## src/hw/rtl/ldis_pkg.sv

```systemverilog
// shared types, constants and codes of the lidar depth image splatter
package ldis_pkg;

  localparam int COL_BITS   = 10;
  localparam int ROW_BITS   = 9;
  localparam int MAX_WIDTH  = 1 << COL_BITS;
  localparam int MAX_HEIGHT = 1 << ROW_BITS;
  localparam int ADDR_BITS  = COL_BITS + ROW_BITS;
  localparam int DEPTH      = MAX_WIDTH * MAX_HEIGHT;

  localparam int COORD_BITS = 18;
  localparam int SUMSQ_BITS = 2 * COORD_BITS;
  localparam int ROOT_BITS  = COORD_BITS;
  localparam int SQRT_REM_BITS = ROOT_BITS + 3;

  localparam int DIST_BITS  = 18;
  localparam int FW_BITS    = 11;
  localparam int FH_BITS    = 10;
  localparam int GREY_BITS  = 8;
  localparam int NUM_BITS   = DIST_BITS + GREY_BITS;

  localparam int OP_BITS       = 2;
  localparam int CFG_IDX_BITS  = 2;
  localparam int CFG_DATA_BITS = 18;

  typedef logic [OP_BITS-1:0]           op_t;
  typedef logic [COL_BITS-1:0]          col_t;
  typedef logic [ROW_BITS-1:0]          row_t;
  typedef logic signed [COORD_BITS-1:0] coord_t;
  typedef logic [GREY_BITS-1:0]         grey_t;
  typedef logic [DIST_BITS-1:0]         dist_t;
  typedef logic [FW_BITS-1:0]           fw_t;
  typedef logic [FH_BITS-1:0]           fh_t;
  typedef logic [ADDR_BITS-1:0]         addr_t;
  typedef logic [CFG_IDX_BITS-1:0]      cfg_idx_t;
  typedef logic [CFG_DATA_BITS-1:0]     cfg_data_t;

  localparam op_t OP_CLEAR = 2'd0;
  localparam op_t OP_PLOT  = 2'd1;
  localparam op_t OP_READ  = 2'd2;

  localparam cfg_idx_t REG_MAX_DISTANCE = 2'd0;
  localparam cfg_idx_t REG_FRAME_WIDTH  = 2'd1;
  localparam cfg_idx_t REG_FRAME_HEIGHT = 2'd2;

  localparam dist_t MAX_DISTANCE_RST = 18'd50000;
  localparam fw_t   FRAME_WIDTH_RST  = 11'd1024;
  localparam fh_t   FRAME_HEIGHT_RST = 10'd512;

  localparam grey_t GREY_MAX = 8'd255;

  typedef struct packed {
    coord_t x;
    coord_t y;
    coord_t z;
    dist_t  max_dist;
  } dist_req_t;

  typedef struct packed {
    logic  done;
    grey_t grey;
  } dist_rsp_t;

endpackage

```

## src/hw/rtl/ldis_dist_unit.sv

```systemverilog
// range-to-grey unit: squares, bit-serial square root and division on one shared subtractor
module ldis_dist_unit (
  input  logic                clk,
  input  logic                rst_n,
  input  logic                start,
  input  ldis_pkg::dist_req_t req,
  output ldis_pkg::dist_rsp_t rsp
);

  localparam logic [2:0] A_IDLE = 3'd0;
  localparam logic [2:0] A_SQ   = 3'd1;
  localparam logic [2:0] A_SQRT = 3'd2;
  localparam logic [2:0] A_CHK  = 3'd3;
  localparam logic [2:0] A_DIV  = 3'd4;
  localparam logic [2:0] A_DONE = 3'd5;

  localparam int MAG_BITS   = ldis_pkg::COORD_BITS;
  localparam int SUB_BITS   = ldis_pkg::NUM_BITS;
  localparam int SQ_LAST    = 3;
  localparam int SQRT_LAST  = ldis_pkg::ROOT_BITS - 1;
  localparam int DIV_LAST   = ldis_pkg::GREY_BITS - 1;

  function automatic logic [MAG_BITS-1:0] magnitude(input ldis_pkg::coord_t v);
    logic [MAG_BITS-1:0] u;
    u = MAG_BITS'(v);
    return u[MAG_BITS-1] ? (~u + MAG_BITS'(1)) : u;
  endfunction

  logic [2:0]                        state_r, state_nxt;
  logic [4:0]                        step_r, step_nxt;
  logic [MAG_BITS-1:0]               mag_x_r, mag_y_r, mag_z_r;
  logic [MAG_BITS-1:0]               mag_x_nxt, mag_y_nxt, mag_z_nxt;
  logic [ldis_pkg::SUMSQ_BITS-1:0]   prod_r, prod_nxt;
  logic [ldis_pkg::SUMSQ_BITS-1:0]   acc_r, acc_nxt;
  logic [ldis_pkg::ROOT_BITS-1:0]    root_r, root_nxt;
  logic [SUB_BITS-1:0]               rem_r, rem_nxt;
  logic [SUB_BITS-1:0]               dsh_r, dsh_nxt;
  logic [ldis_pkg::GREY_BITS-1:0]    q_r, q_nxt;
  ldis_pkg::dist_t                   max_r, max_nxt;
  ldis_pkg::grey_t                   grey_r, grey_nxt;

  logic [MAG_BITS-1:0]               mul_op;
  logic [ldis_pkg::SQRT_REM_BITS-1:0] sq_in;
  logic [SUB_BITS-1:0]               sub_a, sub_b;
  logic [SUB_BITS:0]                 diff;
  logic                              ge;
  logic [SUB_BITS-1:0]               root_w;
  logic [SUB_BITS-1:0]               num;
  logic [ldis_pkg::GREY_BITS-1:0]    q_last;

  // bring down the next two radicand bits
  assign sq_in = {rem_r[ldis_pkg::SQRT_REM_BITS-3:0],
                  acc_r[ldis_pkg::SUMSQ_BITS-1 -: 2]};

  // shared compare-subtract: trial remainder for the root, divisor for the quotient
  always_comb begin
    sub_a = rem_r;
    sub_b = dsh_r;
    if (state_r == A_SQRT) begin
      sub_a = SUB_BITS'(sq_in);
      sub_b = SUB_BITS'({root_r, 2'b01});
    end
  end

  assign diff = {1'b0, sub_a} - {1'b0, sub_b};
  assign ge   = ~diff[SUB_BITS];

  // 255*d + m - 1, rounds the quotient up
  assign root_w = SUB_BITS'(root_r);
  assign num    = (root_w << ldis_pkg::GREY_BITS) - root_w + SUB_BITS'(max_r)
                  - SUB_BITS'(1);
  assign q_last = {q_r[ldis_pkg::GREY_BITS-2:0], ge};

  always_comb begin
    unique case (step_r[1:0])
      2'd0:    mul_op = mag_x_r;
      2'd1:    mul_op = mag_y_r;
      default: mul_op = mag_z_r;
    endcase
  end

  always_comb begin
    state_nxt = state_r;
    step_nxt  = step_r;
    mag_x_nxt = mag_x_r;
    mag_y_nxt = mag_y_r;
    mag_z_nxt = mag_z_r;
    prod_nxt  = prod_r;
    acc_nxt   = acc_r;
    root_nxt  = root_r;
    rem_nxt   = rem_r;
    dsh_nxt   = dsh_r;
    q_nxt     = q_r;
    max_nxt   = max_r;
    grey_nxt  = grey_r;
    unique case (state_r)
      A_IDLE: begin
        if (start) begin
          mag_x_nxt = magnitude(req.x);
          mag_y_nxt = magnitude(req.y);
          mag_z_nxt = magnitude(req.z);
          max_nxt   = req.max_dist;
          acc_nxt   = '0;
          step_nxt  = '0;
          state_nxt = A_SQ;
        end
      end
      A_SQ: begin
        prod_nxt = mul_op * mul_op;
        if (step_r != '0) begin
          acc_nxt = acc_r + prod_r;
        end
        if (step_r == 5'(SQ_LAST)) begin
          root_nxt  = '0;
          rem_nxt   = '0;
          step_nxt  = '0;
          state_nxt = A_SQRT;
        end else begin
          step_nxt = step_r + 5'd1;
        end
      end
      A_SQRT: begin
        acc_nxt = acc_r << 2;
        if (ge) begin
          rem_nxt  = diff[SUB_BITS-1:0];
          root_nxt = {root_r[ldis_pkg::ROOT_BITS-2:0], 1'b1};
        end else begin
          rem_nxt  = SUB_BITS'(sq_in);
          root_nxt = {root_r[ldis_pkg::ROOT_BITS-2:0], 1'b0};
        end
        if (step_r == 5'(SQRT_LAST)) begin
          state_nxt = A_CHK;
        end else begin
          step_nxt = step_r + 5'd1;
        end
      end
      A_CHK: begin
        // also covers a zero maximum distance
        if (root_r >= max_r) begin
          grey_nxt  = '0;
          state_nxt = A_DONE;
        end else begin
          rem_nxt   = num;
          dsh_nxt   = SUB_BITS'({max_r, {(ldis_pkg::GREY_BITS-1){1'b0}}});
          q_nxt     = '0;
          step_nxt  = '0;
          state_nxt = A_DIV;
        end
      end
      A_DIV: begin
        if (ge) begin
          rem_nxt = diff[SUB_BITS-1:0];
        end
        q_nxt   = q_last;
        dsh_nxt = dsh_r >> 1;
        if (step_r == 5'(DIV_LAST)) begin
          grey_nxt  = ldis_pkg::GREY_MAX - q_last;
          state_nxt = A_DONE;
        end else begin
          step_nxt = step_r + 5'd1;
        end
      end
      A_DONE: begin
        state_nxt = A_IDLE;
      end
      default: begin
        state_nxt = A_IDLE;
      end
    endcase
  end

  always_ff @(posedge clk) begin
    if (!rst_n) begin
      state_r <= A_IDLE;
      step_r  <= '0;
    end else begin
      state_r <= state_nxt;
      step_r  <= step_nxt;
    end
    mag_x_r <= mag_x_nxt;
    mag_y_r <= mag_y_nxt;
    mag_z_r <= mag_z_nxt;
    prod_r  <= prod_nxt;
    acc_r   <= acc_nxt;
    root_r  <= root_nxt;
    rem_r   <= rem_nxt;
    dsh_r   <= dsh_nxt;
    q_r     <= q_nxt;
    max_r   <= max_nxt;
    grey_r  <= grey_nxt;
  end

  assign rsp.done = (state_r == A_DONE);
  assign rsp.grey = grey_r;

endmodule

```

## config.mk

```make
export PLATFORM = sky130hd
export DESIGN_NAME = ldis_dist_unit
export DESIGN_NICKNAME = d
export VERILOG_FILES = /design/src/hw/rtl/ldis_pkg.sv /design/src/hw/rtl/ldis_dist_unit.sv
export SDC_FILE = /design/constraint.sdc
export NUM_CORES = 1
export LEC_CHECK = 0
export ABC_AREA = 1
export BUFFER_PORTS_ARGS = -buffer_cell sky130_fd_sc_hd__buf_2
export CORE_UTILIZATION = 61
export DETAILED_ROUTE_END_ITERATION = 8
export GPL_TIMING_DRIVEN = 0
export HOLD_SLACK_MARGIN = 0.06
export MAX_ROUTING_LAYER = met4
export PLACE_DENSITY_LB_ADDON = 0.08
export SLEW_MARGIN = 20
export SYNTH_ARGS = -nofsm -noshare
export SYNTH_HDL_FRONTEND = slang
export SYNTH_SLANG_ARGS = --single-unit
```

## constraint.sdc

```tcl
create_clock -name clk -period 11.97 [get_ports clk]
set_input_delay 0.5985 -clock clk [delete_from_list [all_inputs] [get_ports clk]]
set_output_delay 0.5985 -clock clk [all_outputs]
set_load 0.02 [all_outputs]
```

After elaboration in Yosys (flattened, before gate mapping)
Index checks and enable logic that the tools add are counted.
- $mul: 1
- multiplexer cells: 36
- add/subtract/negate cells: 10
- $lt $le $gt $ge: 1
- eq/ne operators: 19
- reduce and logical (&&, ||, !) cells: 16
- bitwise operators: 4
- operators by type and width (cell ; count):
    $mux W26 ; 7
    $pmux W36 S3 ; 1
    $pmux W26 S4 ; 1
    $mux W36 ; 2
    $pmux W18 S2 ; 2
    $add A18 B1 Y18 const B ; 3
    $not A18 Y18 ; 3
    $pmux W26 S2 ; 1
    $mux W17 ; 3
    $add A36 B36 Y36 ; 1
    $mul A18 B18 Y36 ; 1
    $sub A26 B26 Y27 ; 1
    $add A26 B18 Y26 ; 1
    $sub A26 B1 Y26 const B ; 1
    $sub A26 B18 Y26 ; 1
    $mux W5 ; 5
    $pmux W5 S5 ; 1
    $ge A18 B18 Y1 ; 1
    $mux W18 ; 1
    $ne A2 B2 Y1 const B ; 9
    $mux W8 ; 2
    $pmux W8 S2 ; 1
    $pmux W3 S5 ; 1
    $pmux W7 S2 ; 1
    24 further kinds ; 36
- register bits: 237
- logic and storage cells: 103
- bits of input ports: 75
- output and inout port bits: 9

Logic depth before layout (Yosys ltp)
- depth in word-level cells: 7
- gate-level depth with buffers: 33
- depth with buffers taken out: 31

Worst setup path after synthesis
OpenSTA, ideal clock, no wires.
- path kind: reg-to-reg
- start: register step_r[0]
- end: register prod_r[35] (netlist bit) (data pin)
- stages on the path, launching flop included: 28
- period minus slack after synthesis: 6.420 ns
- arrival time: 6.167 ns
- setup time: 0.253 ns
- data required time: 11.717 ns
- buffers on the path: 2
- setup slack: 5.550 ns
- path through: dfxtp_1 -> inv_1 -> ha_1 -> nor2_1 -> buf_2 -> nand2_1 -> nand3_1 -> buf_2 -> nand2_1 -> fa_1 -> inv_1 -> fa_1 -> inv_1 -> fa_1 -> fa_1 -> inv_1 -> fa_1 -> inv_1 -> fa_1 -> inv_1 -> ha_1 -> nand2_1 -> nor2_1 -> nand2_1 -> o21ai_0 -> nand3_1 -> nand3_1 -> nand2_1
- longest elaborated chain between the ends: 3
- elaborated cells between the ends (all ways): 4
- classes of those cells: mul: 1; eq/ne: 1; mux: 1; reduce/logical: 1
- ends and longest elaborated chain (element ; line ; source):
    start: declaration ; ldis_dist_unit.sv:30 ; logic [4:0] step_r, step_nxt;
    start signal: assignment ; ldis_dist_unit.sv:178 ; step_r <= step_nxt;
    $eq A2 B1 Y1 / $logic_not A2 Y1 (equally long branches) ; ldis_dist_unit.sv:75 ; unique case (step_r[1:0])
    $pmux W18 S2 (*) ; ldis_dist_unit.sv:75 ;
    $mul A18 B18 Y36 (*) ; ldis_dist_unit.sv:109 ; prod_nxt = mul_op * mul_op;
    end signal: assignment ; ldis_dist_unit.sv:183 ; prod_r <= prod_nxt;
    end: declaration ; ldis_dist_unit.sv:33 ; logic [ldis_pkg::SUMSQ_BITS-1:0] prod_r, prod_nxt;
Every way passes the cells marked *; elsewhere a longest branch is shown, timed or not.
A chain may end at the register's enable or synchronous reset.

Final worst setup path
Same ends and word-level chain as after synthesis.

==> impl_metrics.yaml <==
sta:
  unrepaired_setup_endpoints_after_global_routing: "no"
  max_clock_skew_ps: 28.0
  layout_min_cycle_time_ps: 7950
  layout_worst_path_cycle_share_pct: 66.5
  timing.final.setup_violations: 0
  max_slew_margin_pct: 29.0
  hold_viol_final: 0
  fin_tns_setup_ps: 0
  finalMaxSlewViolations: 0
  tightest_slew_ps: 1060
  max_freq_mhz: 126
synthesis:
  synthesized_net_count: 3902
  synth.area.top_cells: "sky130_fd_sc_hd__edfxtp_1 26%, sky130_fd_sc_hd__fa_1 17%, sky130_fd_sc_hd__nand2_1 12%"
  part_of_the_yosys_area_used_for_sequential_elements_pct: 26.5
  synthesis.area_sq_um: 26400
  yosys_register_bits: 235
  syn_avg_cell_area_sq_um: 7.82
  post_synth_edffs: 227
  dominantRegCellSynth: "sky130_fd_sc_hd__edfxtp_1"
  synth_top_cell_area_share_pct: 25.9
  synth.distinct_cells: 52
  synthCells: 3372
  yosys_warnings: 0
  synthArstFlopShare_pct: 0
  synth.largest_area_cell: "sky130_fd_sc_hd__edfxtp_1"
place:
  dp_hpwl_microns: 63800
  place.gp.congestion: 0.995
  number_of_buffers_added_on_ports: 81
drt:
  vias: 23000
  antenna_violating_nets_post_route: 0
  drt-total-wl_microns: 76500
  firstDrtPassIters: 7
  avgViaCountPerCell: 5.60
  wl_per_cell_microns: 18.7
  drc: 0
  first_iteration_detailed_routing_drc_count: 2263
global_routing:
  grt_use_total_pct: 36.7
  wire_length_of_the_first_global_routing_pass_microns: 121000
  grt_overflow: 0
  vias_in_the_first_global_route: 23100
  grt_start_max_net_pins: 45
  grt_antenna_before_repair: 2
cts:
  clock_tree_sinks: 235
  tritoncts.num_buffers: 29
  clkLatencyLatePin_ps: 570
  post_cts_buffers: 0
  tritoncts: "built"
  clk_transition_reported_paths_ps: 60
  ctsRootBufferMaster: "sky130_fd_sc_hd__clkbuf_16"
  cts.htree.levels: 1
  hold_bufs_inserted_after_cts: 0
  cts_repair_resize_count: 0
  cts-root-to-sink-buffers: 3
critical_path:
  reg2reg_from: "step_r[0]"
  startpoint_of_the_worst_setup_timing_path: "step_r[0]"
  critical_path_endpoint_category: "flop"
  r2r_slack_ps: 4020
  cp.arrival_ps: 8270
  criticalPathCategory: "reg2reg"
  required_time_of_the_critical_path_ps: 12280
  crit_path_max_fanout: 10
  startpoint_type_of_the_worst_setup_path: "flop"
floorplan:
  initial_utilization_pct: 62.3
  die-area_sq_um: 44000
  placement_rows: 75
  fp.dieW_microns: 210
  pin_count: 84
  core_region_area_sq_um: 42300
  die_height_microns: 210
finish:
  drive_above_1_share_pct: 6.36
  num-fill-cells: 3506
  area.growth.synth_to_final_pct: 8.95
  fin_nets: 4029
  area_taken_by_flip_flops_and_latches_sq_um: 6980
  multi_input_comb_area_sq_um: 16400
hold_path:
  timing.hold.worst.start: "req[3]"
  hp-class: "in2reg"
status:
  outcome: "finished, final reports clean"
run:
  max-cap-violations: 0
## critical path, stage by stage (launching register included)
cell                       delay, ps
sky130_fd_sc_hd__dfxtp_1         380
sky130_fd_sc_hd__inv_1            90
sky130_fd_sc_hd__ha_1            270
sky130_fd_sc_hd__nor2_1          570
sky130_fd_sc_hd__a21oi_1         300
sky130_fd_sc_hd__clkinv_1        320
sky130_fd_sc_hd__clkbuf_1        630
sky130_fd_sc_hd__nand2_1         250
sky130_fd_sc_hd__fa_1            570
sky130_fd_sc_hd__inv_1            60
sky130_fd_sc_hd__fa_1            530
sky130_fd_sc_hd__inv_1            60
sky130_fd_sc_hd__fa_1            480
sky130_fd_sc_hd__fa_1            550
sky130_fd_sc_hd__inv_1            50
sky130_fd_sc_hd__fa_1            480
sky130_fd_sc_hd__inv_1            50
sky130_fd_sc_hd__fa_1            470
sky130_fd_sc_hd__inv_1            40
sky130_fd_sc_hd__ha_1            370
sky130_fd_sc_hd__nand2_1          90
sky130_fd_sc_hd__nor2_1          160
sky130_fd_sc_hd__nand2_1          80
sky130_fd_sc_hd__o21ai_0         460
sky130_fd_sc_hd__nand3_1         180
sky130_fd_sc_hd__nand3_1         130
sky130_fd_sc_hd__nand2_1          70
## cells in the mapped netlist, drive strengths merged (3+ instances only)
library cell  number
a211oi             3
a21boi             5
a21o              15
a21oi            176
a22o              10
a31oi              8
buf               32
clkbuf            28
clkinv             9
dfxtp              8
edfxtp           227
fa               230
ha               225
inv              714
nand2            850
nand3            161
nand3b            17
nand4             41
nor2             265
nor3              25
nor4               9
o21a               6
o21ai            157
o21bai            26
or2               16
xnor2             22
xor2              73
## cell families (layout without fill, tap and decap cells)
logic type | after synthesis | after routing | share of synthesized area (%)
AND/OR/NAND/NOR | 1387 | 1387 | 22.1
buffers and inverters | 783 | 932 | 11.4
adder cells (fa/ha/maj) | 455 | 455 | 28.1
AO/OA/AOI/OAI | 415 | 415 | 8.69
flip-flops | 235 | 235 | 26.5
XOR/XNOR | 95 | 95 | 3.16
multiplexers | 2 | 2 | 0.0807
other | 0 | 3 | 0
## cell type report
cell class,count,share of cell area [%]
Inverter,723,9.45
Tap cell,577,2.51
Multi-Input combinational cell,2354,57.2
Clock buffer,31,2.55
Sequential cell,235,24.3
Clock inverter,22,0.963
Buffer,60,0.976
Timing Repair Buffer,96,2.02
Antenna cell,3,0.0261
## final timing paths
| check | to | cells after the start |
|---|---|---|
| worst max-delay path | prod_r[35] | 26 |
| worst min-delay path | max_r[3] | 1 |
| worst max register to register | prod_r[35] | 26 |
| worst min register to register | step_r[3] | 2 |
## routing by layer
metal / vias to the layer above / wire [microns] / global-route usage, %
met1: 10800 / 31900 / 48.3
met3: 166 / 9280 / 11.1
met4: 0 / 2250 / 10.7
met5: - / 0 / -
met2: 1080 / 33100 / 54.8
li1: 10900 / - / -
## state kept, by name, summed over array words and instances (netlist names)
name     cells
mag_x_r     18
max_r       18
acc_r       36
prod_r      35
grey_r       8
dsh_r       25
rem_r       26
mag_z_r     18
root_r      18
state_r      3
step_r       5
q_r          7
mag_y_r     18
## placed cells by master (no fill, tap or decap), drive strengths merged, types with 5 or more instances in the layout
| cell | netlist | final |
|---|---|---|
| a21boi | 5 | 5 |
| a21o | 15 | 15 |
| a21oi | 176 | 176 |
| a22o | 10 | 10 |
| a31oi | 8 | 8 |
| buf | 32 | 128 |
| bufinv | 0 | 5 |
| clkbuf | 28 | 59 |
| clkinv | 9 | 18 |
| dfxtp | 8 | 8 |
| edfxtp | 227 | 227 |
| fa | 230 | 230 |
| ha | 225 | 225 |
| inv | 714 | 719 |
| nand2 | 850 | 850 |
| nand3 | 161 | 161 |
| nand3b | 17 | 17 |
| nand4 | 41 | 41 |
| nor2 | 265 | 265 |
| nor3 | 25 | 25 |
| nor4 | 9 | 9 |
| o21a | 6 | 6 |
| o21ai | 157 | 157 |
| o21bai | 26 | 26 |
| or2 | 16 | 16 |
| xnor2 | 22 | 22 |
| xor2 | 73 | 73 |
## per-stage QoR
| step | instances | util (%) | instance area, sq um | worst slack [ps] | hold WS [ps] |
|---|---|---|---|---|---|
| 2_1_floorplan | 3372 | - | 26400 | 5550 | 468 |
| 3_3_place_gp | 4030 | 64.9 | 27500 | 3370 | 486 |
| 3_5_place_dp | 4045 | 65.5 | 27700 | 4170 | 506 |
| 4_1_cts | 4098 | 67.8 | 28700 | 4100 | 181 |
| 5_1_grt | 4100 | 67.9 | 28700 | 3530 | 186 |
| 6_report | 4101 | 67.9 | 28700 | 4020 | 195 |
Power is not shown: default switching activity piles up to over one toggle a cycle in this logic, so the estimate is an artifact.
